`src/hw/rtl/tftp_receive_engine_assert.svh`:
```
// Assertion macros for the TFTP receive engine.
// Each expects clk and arst_n in scope.
`ifndef TFTP_RECEIVE_ENGINE_ASSERT_SVH
`define TFTP_RECEIVE_ENGINE_ASSERT_SVH

// Same-cycle implication.
`define TRE_ASSERT_IMP(name, cond, prop, msg) \
	name: assert property (@(posedge clk) disable iff (!arst_n) (cond) |-> (prop)) \
		else $error(msg);

// Next-cycle implication.
`define TRE_ASSERT_NXT(name, cond, prop, msg) \
	name: assert property (@(posedge clk) disable iff (!arst_n) (cond) |=> (prop)) \
		else $error(msg);

`endif

```
`src/hw/rtl/tre_pkg.sv`:
```
`timescale 1ns / 1ps
package tre_pkg;

	typedef enum logic [1:0] {
		PH_REQUEST = 2'd0,
		PH_OACK    = 2'd1,
		PH_DATA    = 2'd2,
		PH_DONE    = 2'd3
	} phase_t;

	localparam logic [15:0] OP_DATA  = 16'd3;
	localparam logic [15:0] OP_ERROR = 16'd5;
	localparam logic [15:0] OP_OACK  = 16'd6;

	localparam logic [1:0] SEND_NONE = 2'd0;
	localparam logic [1:0] SEND_RRQ  = 2'd1;
	localparam logic [1:0] SEND_ACK  = 2'd2;

	localparam logic CMD_PACKET = 1'b0;
	localparam logic CMD_TICK   = 1'b1;

	localparam int CFG_INDEX_W = 2;
	localparam int CFG_DATA_W  = 24;

	localparam logic [CFG_INDEX_W-1:0] REG_BASE_ADDRESS       = 2'd0;
	localparam logic [CFG_INDEX_W-1:0] REG_DEFAULT_BLOCK_SIZE = 2'd1;
	localparam logic [CFG_INDEX_W-1:0] REG_RETRY_LIMIT        = 2'd2;

	localparam logic [23:0] BASE_ADDRESS_RST       = 24'd0;
	localparam logic [15:0] DEFAULT_BLOCK_SIZE_RST = 16'd512;
	localparam logic [7:0]  RETRY_LIMIT_RST        = 8'd5;

	typedef struct packed {
		logic        cmd;
		logic [15:0] opcode;
		logic [15:0] block_number;
		logic [11:0] packet_len;
		logic        blksize_present;
		logic [15:0] blksize_value;
	} in_item_t;

	typedef struct packed {
		logic [1:0]  send_kind;
		logic [15:0] ack_block;
		logic        store_valid;
		logic [23:0] store_address;
		logic [11:0] store_length;
		logic        erase_sector;
		logic        transfer_done;
		logic        retries_exhausted;
	} out_item_t;

	typedef struct packed {
		logic                   wen;
		logic [CFG_INDEX_W-1:0] index;
		logic [CFG_DATA_W-1:0]  wdata;
	} cfg_wr_t;

endpackage

```
`src/hw/rtl/tre_if.sv`:
```
`timescale 1ns / 1ps
interface tre_in_if;
	import tre_pkg::*;

	logic     valid;
	logic     ready;
	in_item_t data;

	modport source (output valid, output data, input ready);
	modport sink (input valid, input data, output ready);
endinterface

interface tre_out_if;
	import tre_pkg::*;

	logic      valid;
	logic      ready;
	out_item_t data;

	modport source (output valid, output data, input ready);
	modport sink (input valid, input data, output ready);
endinterface

```
`src/hw/rtl/tre_ctrl.sv`:
```
`timescale 1ns / 1ps
module tre_ctrl #(
	parameter int SECTOR_SIZE    = 4096,
	parameter int MAX_PACKET_LEN = 2048
) (
	input  logic              clk,
	input  logic              arst_n,
	input  tre_pkg::cfg_wr_t  cfg,
	input  logic              step,
	input  tre_pkg::in_item_t item,
	output tre_pkg::out_item_t result
);
	import tre_pkg::*;

	// SECTOR_SIZE is a power of two
	localparam int SECTOR_BITS = $clog2(SECTOR_SIZE);
	localparam int LEN_CMP_W   = 17;

	logic [23:0] base_address_q;
	logic [15:0] default_block_size_q;
	logic [7:0]  retry_limit_q;

	phase_t      phase_q, phase_d;
	logic [15:0] current_block_q;
	logic [15:0] previous_block_q;
	logic [15:0] active_block_size_q;
	logic [23:0] write_address_q;
	logic [7:0]  tick_count_q;

	logic [11:0] len_sat;
	logic [11:0] payload;
	logic [7:0]  tick_nxt;
	logic        live;
	logic        is_tick;
	logic        exhausted;
	logic        is_pkt;
	logic        is_oack;
	logic        is_data;
	logic        data_full;
	logic        first;
	logic        go;
	logic [15:0] prev_eff;
	logic        dup;
	logic        store;
	logic        short_blk;
	logic        send_ack;

	always_comb begin
		if ({5'd0, item.packet_len} > LEN_CMP_W'(MAX_PACKET_LEN)) begin
			len_sat = 12'(MAX_PACKET_LEN);
		end else begin
			len_sat = item.packet_len;
		end
	end

	assign payload   = len_sat - 12'd4;
	assign tick_nxt  = (tick_count_q == 8'hFF) ? tick_count_q : tick_count_q + 8'd1;
	assign live      = (phase_q != PH_DONE);
	assign is_tick   = live && (item.cmd == CMD_TICK);
	assign exhausted = tick_nxt > retry_limit_q;
	assign is_pkt    = live && (item.cmd == CMD_PACKET) && (len_sat >= 12'd2);
	assign is_oack   = is_pkt && (item.opcode == OP_OACK);
	assign is_data   = is_pkt && (item.opcode == OP_DATA);
	assign data_full = is_data && (len_sat >= 12'd4);
	assign first     = (phase_q == PH_REQUEST) || (phase_q == PH_OACK);
	assign go        = !first || (item.block_number == 16'd1);
	assign prev_eff  = first ? 16'd0 : previous_block_q;
	assign dup       = (item.block_number == prev_eff);
	assign store     = data_full && go && !dup;
	assign short_blk = {4'd0, payload} < active_block_size_q;

	// next phase
	always_comb begin
		phase_d = phase_q;
		unique case (phase_q)
			PH_REQUEST, PH_OACK, PH_DATA: begin
				if (is_oack) begin
					phase_d = PH_OACK;
				end else if (data_full) begin
					phase_d = (store && short_blk) ? PH_DONE : PH_DATA;
				end
			end
			PH_DONE: begin
				phase_d = PH_DONE;
			end
			default: begin
				phase_d = phase_q;
			end
		endcase
	end

	// result
	always_comb begin
		send_ack = (is_tick && !exhausted && (phase_q != PH_REQUEST)) || is_oack
			|| (data_full && go);
		result = '0;
		if (send_ack) begin
			result.send_kind = SEND_ACK;
			result.ack_block = is_data ? item.block_number : current_block_q;
		end else if (is_tick && !exhausted) begin
			result.send_kind = SEND_RRQ;
		end
		result.retries_exhausted = is_tick && exhausted;
		if (store) begin
			result.store_valid   = 1'b1;
			result.store_address = write_address_q;
			result.store_length  = payload;
			result.erase_sector  = (write_address_q[SECTOR_BITS-1:0] == '0);
			result.transfer_done = short_blk;
		end
	end

	always_ff @(posedge clk or negedge arst_n) begin
		if (!arst_n) begin
			base_address_q       <= BASE_ADDRESS_RST;
			default_block_size_q <= DEFAULT_BLOCK_SIZE_RST;
			retry_limit_q        <= RETRY_LIMIT_RST;
			phase_q              <= PH_REQUEST;
			current_block_q      <= '0;
			previous_block_q     <= '0;
			active_block_size_q  <= DEFAULT_BLOCK_SIZE_RST;
			write_address_q      <= BASE_ADDRESS_RST;
			tick_count_q         <= '0;
		end else if (cfg.wen) begin
			unique case (cfg.index)
				REG_BASE_ADDRESS: begin
					base_address_q <= cfg.wdata;
					if (phase_q == PH_REQUEST) begin
						write_address_q <= cfg.wdata;
					end
				end
				REG_DEFAULT_BLOCK_SIZE: begin
					default_block_size_q <= cfg.wdata[15:0];
					if (phase_q == PH_REQUEST) begin
						active_block_size_q <= cfg.wdata[15:0];
					end
				end
				REG_RETRY_LIMIT: begin
					retry_limit_q <= cfg.wdata[7:0];
				end
				default: begin
				end
			endcase
		end else if (step) begin
			phase_q <= phase_d;
			if (is_tick) begin
				tick_count_q <= tick_nxt;
			end
			if (is_oack && item.blksize_present) begin
				active_block_size_q <= item.blksize_value;
			end
			if (is_data) begin
				current_block_q <= item.block_number;
			end
			if (data_full) begin
				previous_block_q <= store ? item.block_number : prev_eff;
			end
			if (store) begin
				write_address_q <= write_address_q + {12'd0, payload};
			end
		end
	end

endmodule

```
`src/hw/rtl/tftp_receive_engine.sv`:
```
`timescale 1ns / 1ps
// channel  | dir | payload      | transfer when
// item     | in  | in_item_t    | item.valid && item.ready
// result   | out | out_item_t   | result.valid && result.ready
// cfg      | in  | index, wdata | cfg_wen
//
// One item per cycle unless the result stalls; each item passes the input register, then the result register.
// Each item is decided by a few compares and one 24-bit address add.
// A stalled result holds the result register and the input register behind it.
// Reset clears the state and loads the register defaults; no clearing pass.
module tftp_receive_engine #(
	parameter int SECTOR_SIZE    = 4096,
	parameter int MAX_PACKET_LEN = 2048
) (
	input  logic                                clk,
	input  logic                                arst_n,
	tre_in_if.sink                              item,
	tre_out_if.source                           result,
	input  logic                                cfg_wen,
	input  logic [tre_pkg::CFG_INDEX_W-1:0]     cfg_index,
	input  logic [tre_pkg::CFG_DATA_W-1:0]      cfg_wdata
);
	import tre_pkg::*;

	`include "tftp_receive_engine_assert.svh"

	logic      valid_s1;
	in_item_t  item_s1;
	logic      valid_s2;
	out_item_t res_s2;
	out_item_t res_comb;
	logic      advance;
	logic      step;
	cfg_wr_t   cfg;

	assign advance    = !valid_s2 || result.ready;
	assign step       = valid_s1 && advance;
	assign item.ready = !valid_s1 || advance;

	assign cfg.wen   = cfg_wen;
	assign cfg.index = cfg_index;
	assign cfg.wdata = cfg_wdata;

	tre_ctrl #(
		.SECTOR_SIZE    (SECTOR_SIZE),
		.MAX_PACKET_LEN (MAX_PACKET_LEN)
	) u_ctrl (
		.clk    (clk),
		.arst_n (arst_n),
		.cfg    (cfg),
		.step   (step),
		.item   (item_s1),
		.result (res_comb)
	);

	always_ff @(posedge clk or negedge arst_n) begin
		if (!arst_n) begin
			valid_s1 <= 1'b0;
			valid_s2 <= 1'b0;
		end else begin
			if (item.ready) begin
				valid_s1 <= item.valid;
			end
			if (advance) begin
				valid_s2 <= valid_s1;
			end
		end
	end

	always_ff @(posedge clk) begin
		if (item.ready && item.valid) begin
			item_s1 <= item.data;
		end
		if (step) begin
			res_s2 <= res_comb;
		end
	end

	assign result.valid = valid_s2;
	assign result.data  = res_s2;

	`TRE_ASSERT_NXT(a_step_loads, step, valid_s2, "stepped item did not reach result register")
	`TRE_ASSERT_IMP(a_store_acks, valid_s2 && res_s2.store_valid,
		res_s2.send_kind == SEND_ACK, "stored block without ack")
	`TRE_ASSERT_IMP(a_done_stores, valid_s2 && res_s2.transfer_done,
		res_s2.store_valid, "done without stored block")
	`TRE_ASSERT_IMP(a_exh_quiet, valid_s2 && res_s2.retries_exhausted,
		(res_s2.send_kind == SEND_NONE) && !res_s2.store_valid, "exhausted but still sending")

endmodule

```
`src/flat_wrapper.sv`:
```
// flat-port wrapper written by rule: the top's interface ports become plain ports
module tftp_receive_engine_flat import tre_pkg::*;
#(
	parameter int SECTOR_SIZE    = 4096,
	parameter int MAX_PACKET_LEN = 2048
)
  (clk, arst_n, cfg_wen, cfg_index, cfg_wdata, item_valid, item_data, item_ready, result_valid, result_data, result_ready);
  tre_in_if item_i ();
  tre_out_if result_i ();
  input  logic clk;
  input  logic arst_n;
  input  logic cfg_wen;
  input  logic [tre_pkg::CFG_INDEX_W-1:0] cfg_index;
  input  logic [tre_pkg::CFG_DATA_W-1:0] cfg_wdata;
  input wire logic [$bits(item_i.valid)-1:0] item_valid;
  input wire logic [$bits(item_i.data)-1:0] item_data;
  output wire logic [$bits(item_i.ready)-1:0] item_ready;
  output wire logic [$bits(result_i.valid)-1:0] result_valid;
  output wire logic [$bits(result_i.data)-1:0] result_data;
  input wire logic [$bits(result_i.ready)-1:0] result_ready;
  assign item_i.valid = item_valid;
  assign item_i.data = item_data;
  assign item_ready = item_i.ready;
  assign result_valid = result_i.valid;
  assign result_data = result_i.data;
  assign result_i.ready = result_ready;
  tftp_receive_engine #(.SECTOR_SIZE(SECTOR_SIZE), .MAX_PACKET_LEN(MAX_PACKET_LEN)) u_core (.clk(clk), .arst_n(arst_n), .item(item_i), .result(result_i), .cfg_wen(cfg_wen), .cfg_index(cfg_index), .cfg_wdata(cfg_wdata));
endmodule
```
`config.mk`:
```
export PLATFORM = sky130hd
export DESIGN_NAME = tftp_receive_engine_flat
export DESIGN_NICKNAME = d
export VERILOG_FILES = /design/src/hw/rtl/tre_pkg.sv /design/src/hw/rtl/tre_if.sv /design/src/hw/rtl/tre_ctrl.sv /design/src/hw/rtl/tftp_receive_engine.sv /design/src/flat_wrapper.sv
export VERILOG_INCLUDE_DIRS = /design/src /design/src/hw/rtl
export SDC_FILE = /design/constraint.sdc
export NUM_CORES = 1
export LEC_CHECK = 0
export ABC_AREA = 1
export ABC_CLOCK_PERIOD_IN_PS = 3500
export BUFFER_PORTS_ARGS = -buffer_cell sky130_fd_sc_hd__buf_2
export CAP_MARGIN = 10
export CORE_ASPECT_RATIO = 0.75
export CORE_MARGIN = 1.5
export CORE_UTILIZATION = 35
export CTS_CLUSTER_DIAMETER = 30
export CTS_CLUSTER_SIZE = 12
export DETAILED_ROUTE_END_ITERATION = 7
export GPL_TIMING_DRIVEN = 0
export PLACE_DENSITY = 0.57
export SLEW_MARGIN = 10
export SYNTH_ARGS = -nofsm -noshare
export SYNTH_HDL_FRONTEND = slang
export SYNTH_SLANG_ARGS = --single-unit
```
`constraint.sdc`:
```
create_clock -name clk -period 3.5 [get_ports clk]
set_input_delay 0.525 -clock clk [delete_from_list [all_inputs] [get_ports clk]]
set_output_delay 0.525 -clock clk [all_outputs]
set_load 0.01 [all_outputs]
```
==> results.toml <==
[critical_path]
r2r_slack_ps = 130
crit_top_cell = "nand2_1"
cp-end-kind = "flop"
cpPeakStageDelay_ps = 420
critPathKind = "reg2reg"
cp_max_fo = 8
r2r-start = "u_core.item_s1[18]$_DFFE_PP_"
arrival_ps = 3800
crit_path_top_delay_cell = "edfxtp_1"
startpoint_type = "flop"
crit_path_start = "u_core.item_s1[18]$_DFFE_PP_"
crit_required_ps = 3930

[final_layout]
drive_above_1_share = 0.236
areaGrowthSynthToFinish_pct = 32.9
nFillCells = 2933
nets = 1548
finalInstanceArea_mm2 = 0.0144
fin_cells = 1863

[min_path]
min_from = "item_data[10]"
hp-class = "in2reg"

[timing]
min_period_ps = 3370
grt_setup_unrepaired = "yes"
final_max_slew_viol_count = 0
finalSetupViolCount = 0
hold_violations = 0
finalSetupTns_ps = 0
setup_ws_ps = 131
timing.fmax_mhz = 297
slew_headroom = 0.454
post-route-period-util = 0.963
skew_ps = 18.4
worstMarginPinSlew_ps = 820

[logic_synthesis]
synth_cells = 1198
yosys_warnings = 0
syn_nets = 1326
synthArstFlopShare = 0.434
ys_seq_elements = 212
synthTopCellsByCount = "330 x nand2_1, 138 x inv_1, 120 x edfxtp_1"
syn-mean-instance-area_um2 = 9.02
synth_top_area_share = 0.333
synth.area.top_cells = "edfxtp_1 33%, dfrtp_1 21%, nand2_1 11%"
synthSimpleGateAreaFrac = 0.239
synth_top_family_by_area = "simple AND/OR/NAND/NOR gates"
synth_compound_area_frac = 0.0782
ys.flop_type = "edfxtp_1"
synth.most_common_cell = "nand2_1"
synthMuxAreaShare = 0.00660
syn-cell-area_mm2 = 0.0108
synth_seq_area_share = 0.547
yosysUniqueCellTypes = 50
synth_fa_ha_area_frac = 0.0412
synth_edf_count = 120
synth_top_area_cell = "edfxtp_1"
synth_xor_area_frac = 0.0194

[floorplanning]
die-area_mm2 = 0.0320
die-height_um = 155
die_w_um = 206
initial_core_util = 0.357
io_pins = 153
rows = 55
core_area_mm2 = 0.0303

[cts]
insertion_delay_ps = 540
cts_made_buffers = 50
cts.clk_slew.worst_paths_ps = 50
tritoncts = "yes"
clock_path_buffers = 3
cts_root_buf = "clkbuf_16"
htreeDepth = 2
cts_sinks = 212

[global_routing]
grt_util_met1 = 0.301
grt_use_met3 = 0.0496
grt_max_degree = 68
grt-ovfl-total = 0
top_usage_layer = "met1"
antenna_found_initial = 5
met2_usage = 0.265
grt_pass1_wl_mm = 47.8
grt_usage = 0.195
grt_pass1_vias = 8493

[place]
hpwl_mm = 22.7
finalWeightedCongestion = 0.898
detailedPlace.worstSlack_ps = -585
dpl_cell_area_mm2 = 0.0121
dp.cells = 1749
io_buffers = 151

[drt]
drt_iter0_drc = 746
ant_nets = 0
wirelength_mm = 31.1
drt_pass1_iterations = 8
viasPerCell = 4.87
wl_per_cell_um = 16.7
drc = 0
vias = 9075

[power]
powerDensity_mw_per_mm2 = 762
total_power_w = 0.0109
p_leak_nw = 6.70
peakVddDrop_uv = 431

[run_status]
status = "finished, final reports clean"

[flow_run]
maxCapViolCount = 0
sequential cells by signal, summed over array words and instances (netlist names):
name	count
u_core.result.valid	1
u_core.u_ctrl.write_address_q	24
u_core.result.data	58
u_core.u_ctrl.tick_count_q	8
u_core.u_ctrl.phase_q	2
u_core.u_ctrl.previous_block_q	16
u_core.item_s1	62
u_core.u_ctrl.current_block_q	16
u_core.u_ctrl.retry_limit_q	8
u_core.valid_s1	1
u_core.u_ctrl.active_block_size_q	16
path summary, 6_finish.rpt:
check,end,depth (start not counted)
min in group asynchronous,u_core.u_ctrl.write_address_q[21]$_DFFE_PN0P_,2
max in group asynchronous,u_core.u_ctrl.retry_limit_q[0]$_DFFE_PN1P_,3
worst min register to register,u_core.u_ctrl.current_block_q[11]$_DFFE_PN0P_,2
worst min-delay path,u_core.item_s1[10]$_DFFE_PP_,1
worst max register to register,u_core.u_ctrl.write_address_q[20]$_DFFE_PN0P_,25
worst max-delay path,u_core.u_ctrl.write_address_q[20]$_DFFE_PN0P_,25
cells in the final DEF (no fill, tap or decap), types with 26 or more instances in the layout:
| cell | count |
|---|---|
| nand2_1 | 328 |
| buf_2 | 159 |
| inv_1 | 133 |
| edfxtp_1 | 120 |
| nor2_1 | 92 |
| dfrtp_1 | 89 |
| o21ai_0 | 73 |
| nand3_1 | 65 |
| clkbuf_16 | 53 |
| a21oi_1 | 30 |
| nand4_1 | 27 |
| ha_1 | 26 |
final cells by class:
type | instances | area, um2 | share of cell area
diodes | 3 | 7.51 | 0.000522
plain buffers | 36 | 208 | 0.0145
clock buffers | 59 | 1370 | 0.0953
clock inverters | 34 | 561 | 0.0390
inverters | 142 | 538 | 0.0374
multi-input cells | 808 | 4350 | 0.303
flip-flops and latches | 212 | 5910 | 0.411
well taps | 399 | 499 | 0.0347
repair buffers | 170 | 927 | 0.0645
power breakdown:
group | total, W | switching, W | leakage (nW) | internal [W]
sequential | 0.00339 | 0.000285 | 2.36 | 0.00311
combinational | 0.00224 | 0.00142 | 3.41 | 0.000818
clock | 0.00531 | 0.00144 | 0.924 | 0.00386
cells by family after synthesis:
kind of cell,Yosys count
multiplexers,7
buffers and inverters,178
AND/OR/NAND/NOR,587
adder cells (fa/ha/maj),35
XOR/XNOR,24
AO/OA/AOI/OAI,155
flip-flops,212
metal layers:
layer | vias to the layer above | routed length (um)
met1 | 4264 | 15500
met2 | 304 | 12600
li1 | 4459 | -
met4 | 4 | 498
met3 | 44 | 2430
met5 | - | 21
critical path, delay by kind of cell (launching register included):
kind	cells	cell delay (ps)
AND/OR/NAND/NOR	17	1590
AO/OA/AOI/OAI	1	180
XOR/XNOR	1	80
buffers and inverters	4	500
flip-flops	1	420
adder cells (fa/ha/maj)	2	490
stage by stage:
| step | utilization | hold slack (ps) |
|---|---|---|
| floorplan | - | 229 |
| global placement | 0.399 | 462 |
| detailed placement | 0.400 | 418 |
| CTS | 0.467 | 137 |
| global route | 0.474 | 139 |
| finish | 0.475 | 160 |
timing repair:
item,4_1_cts,5_1_grt
endpoints found under the hold margin,25,0
hold buffers,1,0
setup endpoints to repair,17,30
gates resized for setup,14,36
buffers inserted,6,11
pin swaps,5,12
No activity file was read; power rests on OpenSTA's default activity.
